**config.mk**
```make
export PLATFORM = sky130hd
export DESIGN_NAME = block_sum_squared_error_unit
export DESIGN_NICKNAME = d
export VERILOG_FILES = /design/src/design/sse_pkg.sv /design/src/design/sse_lane.sv /design/src/design/sse_merge.sv /design/src/design/block_sum_squared_error_unit.sv
export SDC_FILE = /design/constraint.sdc
export NUM_CORES = 2
export LEC_CHECK = 0
export BUFFER_PORTS_ARGS = -buffer_cell sky130_fd_sc_hd__buf_2
export CAP_MARGIN = 10
export CELL_PAD_IN_SITES_DETAIL_PLACEMENT = 1
export CELL_PAD_IN_SITES_GLOBAL_PLACEMENT = 2
export CORE_MARGIN = 2
export CORE_UTILIZATION = 41
export DETAILED_ROUTE_END_ITERATION = 10
export GPL_TIMING_DRIVEN = 0
export PLACE_DENSITY_LB_ADDON = 0.1
export REMOVE_ABC_BUFFERS = 1
export SLEW_MARGIN = 20
export SYNTH_ARGS = -nofsm -noshare
export SYNTH_HDL_FRONTEND = slang
export SYNTH_HIERARCHICAL = 1
export SYNTH_SLANG_ARGS = --single-unit
```
**constraint.sdc**
```tcl
create_clock -name clock -period 7.5 [get_ports clock]
set_clock_uncertainty 0.2 [all_clocks]
set_input_delay 0.75 -clock clock [delete_from_list [all_inputs] [get_ports clock]]
set_output_delay 0.75 -clock clock [all_outputs]
set_load 0.03 [all_outputs]
```
**src/design/sse_pkg.sv**
```systemverilog
package sse_pkg;

   localparam int LANES = 16;
   localparam int PIX_W = 8;
   localparam int SQ_W = 2 * PIX_W;
   localparam int GROUP = 4;
   localparam int GROUPS = (LANES + GROUP - 1) / GROUP;
   localparam int GROUP_SUM_W = SQ_W + $clog2(GROUP);
   localparam int ROW_SUM_W = SQ_W + $clog2(LANES);
   localparam int TOTAL_W = 24;
   localparam int COUNT_W = 4;
   localparam int SHAPE_W = 2;

   typedef enum logic [SHAPE_W-1:0] {
      SHAPE_16X16 = 2'd0,
      SHAPE_16X8  = 2'd1,
      SHAPE_8X8   = 2'd2,
      SHAPE_4X4   = 2'd3
   } shape_type;

   typedef logic [PIX_W-1:0] pixel_type;
   typedef logic [SQ_W-1:0] square_type;

   typedef struct packed {
      logic valid;
      logic last_row;
   } stage_ctl_type;

   // Index of the final row of a block for the given shape.
   function automatic logic [COUNT_W-1:0] last_row_fn(input shape_type shape);
      logic [COUNT_W-1:0] result;
      case (shape)
         SHAPE_16X16: result = COUNT_W'(15);
         SHAPE_16X8:  result = COUNT_W'(7);
         SHAPE_8X8:   result = COUNT_W'(7);
         SHAPE_4X4:   result = COUNT_W'(3);
         default:     result = COUNT_W'(15);
      endcase
      return result;
   endfunction

   function automatic logic lane_active_fn(input shape_type shape, input int lane);
      logic result;
      case (shape)
         SHAPE_16X16: result = 1'b1;
         SHAPE_16X8:  result = 1'b1;
         SHAPE_8X8:   result = (lane < 8);
         SHAPE_4X4:   result = (lane < 4);
         default:     result = 1'b1;
      endcase
      return result;
   endfunction

endpackage

```
**src/design/sse_lane.sv**
```systemverilog
module sse_lane (
   input  logic               clock,
   input  logic               enable,
   input  logic               active,
   input  sse_pkg::pixel_type src_pixel,
   input  sse_pkg::pixel_type ref_pixel,
   output sse_pkg::square_type square
);

   sse_pkg::pixel_type  diff;
   sse_pkg::square_type square_ff;
   sse_pkg::square_type square_in;

   always_comb begin
      diff = (src_pixel > ref_pixel) ? (src_pixel - ref_pixel) : (ref_pixel - src_pixel);
      // Lanes outside the block shape contribute nothing to the row sum.
      square_in = active ? (sse_pkg::SQ_W'(diff) * sse_pkg::SQ_W'(diff)) : '0;
   end

   always_ff @(posedge clock) begin
      if (enable) begin
         square_ff <= square_in;
      end
   end

   assign square = square_ff;

endmodule

```
**src/design/sse_merge.sv**
```systemverilog
module sse_merge (
   input  logic                         clock,
   input  logic                         reset,
   input  sse_pkg::stage_ctl_type       ctl,
   input  sse_pkg::square_type          squares [sse_pkg::LANES],
   output logic                         advance,
   output logic                         rsp_valid,
   input  logic                         rsp_stall,
   output logic [sse_pkg::TOTAL_W-1:0]  rsp_squared_error_total
);

   logic [sse_pkg::GROUP_SUM_W-1:0] group_sum_ff [sse_pkg::GROUPS];
   logic [sse_pkg::GROUP_SUM_W-1:0] group_sum_in [sse_pkg::GROUPS];
   sse_pkg::stage_ctl_type          ctl2_ff;
   logic [sse_pkg::ROW_SUM_W-1:0]   row_sum_ff;
   logic [sse_pkg::ROW_SUM_W-1:0]   row_sum_in;
   sse_pkg::stage_ctl_type          ctl3_ff;
   logic [sse_pkg::TOTAL_W-1:0]     acc_ff;
   logic [sse_pkg::TOTAL_W-1:0]     acc_sum;
   logic                            rsp_valid_ff;
   logic                            rsp_valid_in;
   logic [sse_pkg::TOTAL_W-1:0]     rsp_total_ff;
   logic                            out_free;
   logic                            go3;
   logic                            en3;
   logic                            en2;

   always_comb begin
      for (int g = 0; g < sse_pkg::GROUPS; g++) begin
         group_sum_in[g] = '0;
         for (int j = 0; j < sse_pkg::GROUP; j++) begin
            if (g * sse_pkg::GROUP + j < sse_pkg::LANES) begin
               group_sum_in[g] = group_sum_in[g]
                  + sse_pkg::GROUP_SUM_W'(squares[g * sse_pkg::GROUP + j]);
            end
         end
      end
   end

   always_comb begin
      row_sum_in = '0;
      for (int g = 0; g < sse_pkg::GROUPS; g++) begin
         row_sum_in = row_sum_in + sse_pkg::ROW_SUM_W'(group_sum_ff[g]);
      end
   end

   // A final row may leave the accumulator only when the output register can take it.
   always_comb begin
      out_free = !rsp_valid_ff || !rsp_stall;
      go3 = ctl3_ff.valid && (!ctl3_ff.last_row || out_free);
      en3 = !ctl3_ff.valid || go3;
      en2 = !ctl2_ff.valid || en3;
      acc_sum = acc_ff + sse_pkg::TOTAL_W'(row_sum_ff);
      if (go3 && ctl3_ff.last_row) begin
         rsp_valid_in = 1'b1;
      end else if (!rsp_stall) begin
         rsp_valid_in = 1'b0;
      end else begin
         rsp_valid_in = rsp_valid_ff;
      end
   end

   always_ff @(posedge clock) begin
      if (reset) begin
         ctl2_ff <= '0;
         ctl3_ff <= '0;
         acc_ff <= '0;
         rsp_valid_ff <= 1'b0;
      end else begin
         if (en2) begin
            ctl2_ff <= ctl;
         end
         if (en3) begin
            ctl3_ff <= ctl2_ff;
         end
         if (go3) begin
            acc_ff <= ctl3_ff.last_row ? '0 : acc_sum;
         end
         rsp_valid_ff <= rsp_valid_in;
      end
   end

   always_ff @(posedge clock) begin
      if (en2) begin
         group_sum_ff <= group_sum_in;
      end
      if (en3) begin
         row_sum_ff <= row_sum_in;
      end
      if (go3 && ctl3_ff.last_row) begin
         rsp_total_ff <= acc_sum;
      end
   end

   assign advance = en2;
   assign rsp_valid = rsp_valid_ff;
   assign rsp_squared_error_total = rsp_total_ff;

`ifndef SYNTHESIS
   a_final_clears: assert property (@(posedge clock) disable iff (reset)
      go3 && ctl3_ff.last_row |=> rsp_valid_ff && (acc_ff == '0))
      else $error("accumulator not cleared after final row");
   a_hold_full: assert property (@(posedge clock) disable iff (reset)
      !advance |-> ctl2_ff.valid && ctl3_ff.valid)
      else $error("pipeline held back while not full");
`endif

endmodule

```
**src/design/block_sum_squared_error_unit.sv**
```systemverilog
// A final-row total passes the lane square, group sum, row sum and output registers to rsp.
// Throughput: one request per cycle unless a final row is held by a stalled rsp,
// set by the lane squaring stage and the two-level adder tree feeding the accumulator.
// A final row waits in the accumulator stage while an earlier total is stalled on rsp.
// Reset (synchronous, active high) clears the total, the row count, the pipeline and
// sets the block shape to 16x16.
module block_sum_squared_error_unit (
   input  logic                        clock,
   input  logic                        reset,
   input  logic                        req_valid,
   output logic                        req_stall,
   input  logic [63:0]                 req_src_pixels_low,
   input  logic [63:0]                 req_src_pixels_high,
   input  logic [63:0]                 req_ref_pixels_low,
   input  logic [63:0]                 req_ref_pixels_high,
   output logic                        rsp_valid,
   input  logic                        rsp_stall,
   output logic [sse_pkg::TOTAL_W-1:0] rsp_squared_error_total,
   input  logic                        csr_valid,
   output logic                        csr_ready,
   input  logic [sse_pkg::SHAPE_W-1:0] csr_block_shape
);

   sse_pkg::shape_type            shape_ff;
   logic [sse_pkg::COUNT_W-1:0]   row_count_ff;
   logic [sse_pkg::COUNT_W-1:0]   row_count_in;
   sse_pkg::stage_ctl_type        ctl1_ff;
   sse_pkg::stage_ctl_type        ctl1_in;
   logic                          en1;
   logic                          advance;
   logic                          accept;
   logic                          is_last;
   sse_pkg::pixel_type            src_pix [sse_pkg::LANES];
   sse_pkg::pixel_type            ref_pix [sse_pkg::LANES];
   sse_pkg::square_type           squares [sse_pkg::LANES];

   for (genvar k = 0; k < sse_pkg::LANES; k++) begin : g_lane
      if (k < 8) begin : g_low
         assign src_pix[k] = req_src_pixels_low[sse_pkg::PIX_W*k +: sse_pkg::PIX_W];
         assign ref_pix[k] = req_ref_pixels_low[sse_pkg::PIX_W*k +: sse_pkg::PIX_W];
      end else begin : g_high
         assign src_pix[k] = req_src_pixels_high[sse_pkg::PIX_W*(k-8) +: sse_pkg::PIX_W];
         assign ref_pix[k] = req_ref_pixels_high[sse_pkg::PIX_W*(k-8) +: sse_pkg::PIX_W];
      end
      sse_lane u_lane (
         .clock     (clock),
         .enable    (en1),
         .active    (sse_pkg::lane_active_fn(shape_ff, k)),
         .src_pixel (src_pix[k]),
         .ref_pixel (ref_pix[k]),
         .square    (squares[k])
      );
   end

   // The row position is known when the request arrives, so the final-row flag
   // travels down the pipeline with the data.
   always_comb begin
      en1 = !ctl1_ff.valid || advance;
      accept = req_valid && en1;
      is_last = (row_count_ff >= sse_pkg::last_row_fn(shape_ff));
      row_count_in = row_count_ff;
      if (accept) begin
         row_count_in = is_last ? '0 : row_count_ff + 1'b1;
      end
      ctl1_in = ctl1_ff;
      if (en1) begin
         ctl1_in.valid = req_valid;
         ctl1_in.last_row = is_last;
      end
   end

   always_ff @(posedge clock) begin
      if (reset) begin
         shape_ff <= sse_pkg::SHAPE_16X16;
         row_count_ff <= '0;
         ctl1_ff <= '0;
      end else begin
         if (csr_valid) begin
            shape_ff <= sse_pkg::shape_type'(csr_block_shape);
         end
         row_count_ff <= row_count_in;
         ctl1_ff <= ctl1_in;
      end
   end

   sse_merge u_merge (
      .clock                   (clock),
      .reset                   (reset),
      .ctl                     (ctl1_ff),
      .squares                 (squares),
      .advance                 (advance),
      .rsp_valid               (rsp_valid),
      .rsp_stall               (rsp_stall),
      .rsp_squared_error_total (rsp_squared_error_total)
   );

   assign req_stall = !en1;
   assign csr_ready = 1'b1;

`ifndef SYNTHESIS
   a_count_wraps: assert property (@(posedge clock) disable iff (reset)
      accept && is_last |=> row_count_ff == '0)
      else $error("row count not cleared after final row");
   a_stall_full: assert property (@(posedge clock) disable iff (reset)
      req_stall |-> ctl1_ff.valid && !advance)
      else $error("request stalled with room in the pipeline");
`endif

endmodule

```
==> qor.yml <==
run_status:
  status: "finished, final reports clean"
timing:
  period_minus_slack_ns: 7.16
  final-hold-violation-count: 0
  setup_viol: 0
  fin_crit_sh_pct: 95.5
  drv_slew: 0
  fmax_mhz: 140
  worst_pin_slew_ns: 0.930
  slew_headroom_pct: 36.4
route:
  wire_per_inst_um: 17.1
  drcViolationCount: 0
  vias: 44295
  firstDrtPassIters: 5
  viasPerCell: 5.06
  drt-total-wl_um: 150000
  first_iter_violations: 1488
  drtAntennaViolNets: 0
global_routing:
  grt_max_degree: 58
  antenna_found_initial: 19
  grt_pass1_wl_um: 249000
  grt_pass1_vias: 48013
  grt-ovfl-total: 0
  grtUsageTotal_pct: 20.0
synth:
  synth_edf_count: 356
  ys.flop_type: "edfxtp_1"
  muxShareOfSynthArea_pct: 2.30
  yosys.cell_count.top_type: "inv_1"
  synth_fa_ha_area_share_pct: 36.0
  synth.cell_area_sq_mm: 0.0608
  synth.area.top_cells: "fa_1 (19%), edfxtp_1 (18%), ha_1 (17%)"
  synth_top_cells_by_count: "inv_1 (1,303), ha_1 (846), nor2_1 (576)"
  synthDominantCellAreaShare_pct: 18.6
  ys_ff_latch: 393
  synth_compound_area_share_pct: 13.1
  synth-simple-area-share_pct: 12.5
  syn-instance-count: 6512
  synth_top_family_by_area: "adder cells"
  ys_seq_area_share_pct: 18.8
  async_flop_share_pct: 0
  yosysUniqueCellTypes: 109
  synth_top_area_cell: "fa_1"
  ys_warn_count: 6
  avgSynthCellArea_sq_um: 9.34
  synth_xor_area_share_pct: 7.72
setup_path:
  crit_slowest_cell: "fa_1"
  crit_family: "adder cells"
  cp_common_cell: "fa_1"
  worstReg2RegEnd: "u_merge/row_sum_ff[19]$_DFFE_PP_"
  crit_path_max_incr_delay_ns: 0.54
  crit_fanout: 10
  worst-path-buf-inv: 5
  crit_path_end_kind: "flip-flop"
  rr_startpoint: "u_merge/group_sum_ff[37]$_DFFE_PP_"
  cp-start-kind: "primary input"
  ff2ff_setup_slack_ns: 3.16
  worst_ep_arrival_time_ns: 7.32
  path_class: "primary input to flip-flop"
  rr_worst_depth: 14
  cp.required_ns: 7.66
floorplanning:
  dieArea_sq_mm: 0.151
  num_rows: 141
  dieHeight_um: 389
  io_pins: 290
  die_x_um: 389
  core_sq_mm: 0.147
  start_util_pct: 41.2
cts:
  htreeDepth: 2
  numClockSinks: 393
  clkTransAtPathRegs_ns: 0.06
  clockBufferDepth: 3
  cts_hold_buf: 0
  root_buffer: "clkbuf_16"
  cts_buffers: 51
  cts_tree: "done"
  insertion_delay_ns: 0.61
finish:
  area.growth.synth_to_final_pct: 9.17
  nets: 8450
  drive_gt1_share_pct: 11.1
  fin_util_pct: 45.0
  fillerInstances: 17021
placement:
  gp_congestion: 0.819
  hpwl_um: 127000
  numPortBuffers: 288
worst_hold_path:
  holdPathEnd: "shape_ff[0]$_SDFFE_PP0P_"
  min_from: "csr_block_shape[0]"
  hold_path_depth: 3
  hold_class: "primary input to flip-flop"
flow_run:
  drv_cap: 0
==> how the worst max path moves through the flow <==
| stage | startpoint | to | slack (ns) | depth (start not counted) |
|---|---|---|---|---|
| global route | req_src_pixels_low[45] | g_lane[5].u_lane/square[12]$_SDFFCE_PN0P_ | -0.02 | 24 |
| finish | req_src_pixels_low[40] | g_lane[5].u_lane/square[12]$_SDFFCE_PN0P_ | 0.34 | 26 |
| floorplan | rsp_stall | req_stall | -3.38 | 4 |
| CTS | req_src_pixels_low[42] | g_lane[5].u_lane/square[12]$_SDFFCE_PN0P_ | 0.005 | 23 |
| detailed placement | req_src_pixels_low[45] | g_lane[5].u_lane/square[12]$_SDFFCE_PN0P_ | -0.67 | 23 |
| global placement | rsp_stall | req_stall | -6.99 | 6 |
==> layout make-up <==
| class | count | area, sq um | share of cell area, % |
|---|---|---|---|
| Multi-Input combinational cell | 4678 | 43900 | 66.1 |
| Sequential cell | 393 | 11400 | 17.2 |
| Inverter | 1318 | 4950 | 7.45 |
| Tap cell | 1930 | 2410 | 3.64 |
| Timing Repair Buffer | 334 | 1930 | 2.91 |
| Clock buffer | 65 | 1360 | 2.05 |
| Clock inverter | 31 | 375 | 0.566 |
| Antenna cell | 10 | 25.0 | 0.0377 |
==> layout by cell type (no fill, tap or decap), drive strengths merged, types with 33 or more instances in the layout <==
cell,count
nand3,58
or2,69
nor2,597
nand2b,130
o21ai,188
a21oi,392
a21o,148
buf,334
o21bai,61
and2,142
mux2i,116
conb,37
nand2,195
o21a,69
fa,565
nor3,54
xor2,156
a211oi,42
xnor2,309
clkbuf,65
nand4,66
dfxtp,37
inv,1320
edfxtp,356
ha,846
nor2b,49
o31ai,33
==> cells by family (layout without fill, tap and decap cells) <==
logic type                 Yosys count  in the layout
and+or+nand+nor                   1483           1483
buffers and inverters             1461           1748
adders and majority gates         1411           1411
AOI/OAI and AO/OA                 1152           1152
xor gates and xnor gates           465            465
DFF                                393            393
muxes                              130            130
other                               17             47
==> per-layer routing <==
metal | up-vias | track usage, % | routed length [um]
met5 | - | 0 | 35
met4 | 6 | 2.78 | 1800
met3 | 101 | 1.89 | 4000
met2 | 433 | 34.0 | 70700
met1 | 21894 | 28.1 | 73100
li1 | 21861 | - | -
==> state kept, by name, summed over array words and instances, names as in the netlist <==
register,flops
shape_ff,2
g_lane.u_lane/square,240
ctl1_ff,2
u_merge/row_sum_ff,20
u_merge/acc_ff,24
row_count_ff,4
u_merge/ctl2_ff,2
u_merge/group_sum_ff,72
u_merge/ctl3_ff,2
u_merge/rsp_squared_error_total,24
u_merge/rsp_valid,1
==> worst register-to-register path, delay by kind of cell, from the launching register on <==
family	cells	cell delay, ns
flops	1	0.37
simple gates	1	0.15
fa+ha+maj	4	1.33
compound gates	6	1.64
buf+inv	3	0.34
==> repair_timing <==
item	4_1_cts	5_1_grt
pin swaps	1	14
setup endpoints to repair	1	27
gates resized for setup	0	23
buffers inserted	0	37
==> stage by stage <==
step / std cells / setup slack [ns] / instance area (sq um) / TNS (ns) / hold slack, ns
floorplan: 6389 / -3.38 / 60100 / -442.78 / 0.218
finish: 8759 / 0.336 / 66400 / 0 / 0.203
detailed placement: 8615 / -0.674 / 64200 / -10.40 / 0.253
global route: 8753 / -0.0185 / 66400 / -0.0212 / 0.188
CTS: 8711 / 0.00451 / 65900 / 0 / 0.168
global placement: 8607 / -6.99 / 63900 / -1364.75 / 0.244
Power is left out: the tool's default activity adds up to more than one toggle a clock period on the data nets, which glitch-free logic cannot reach.
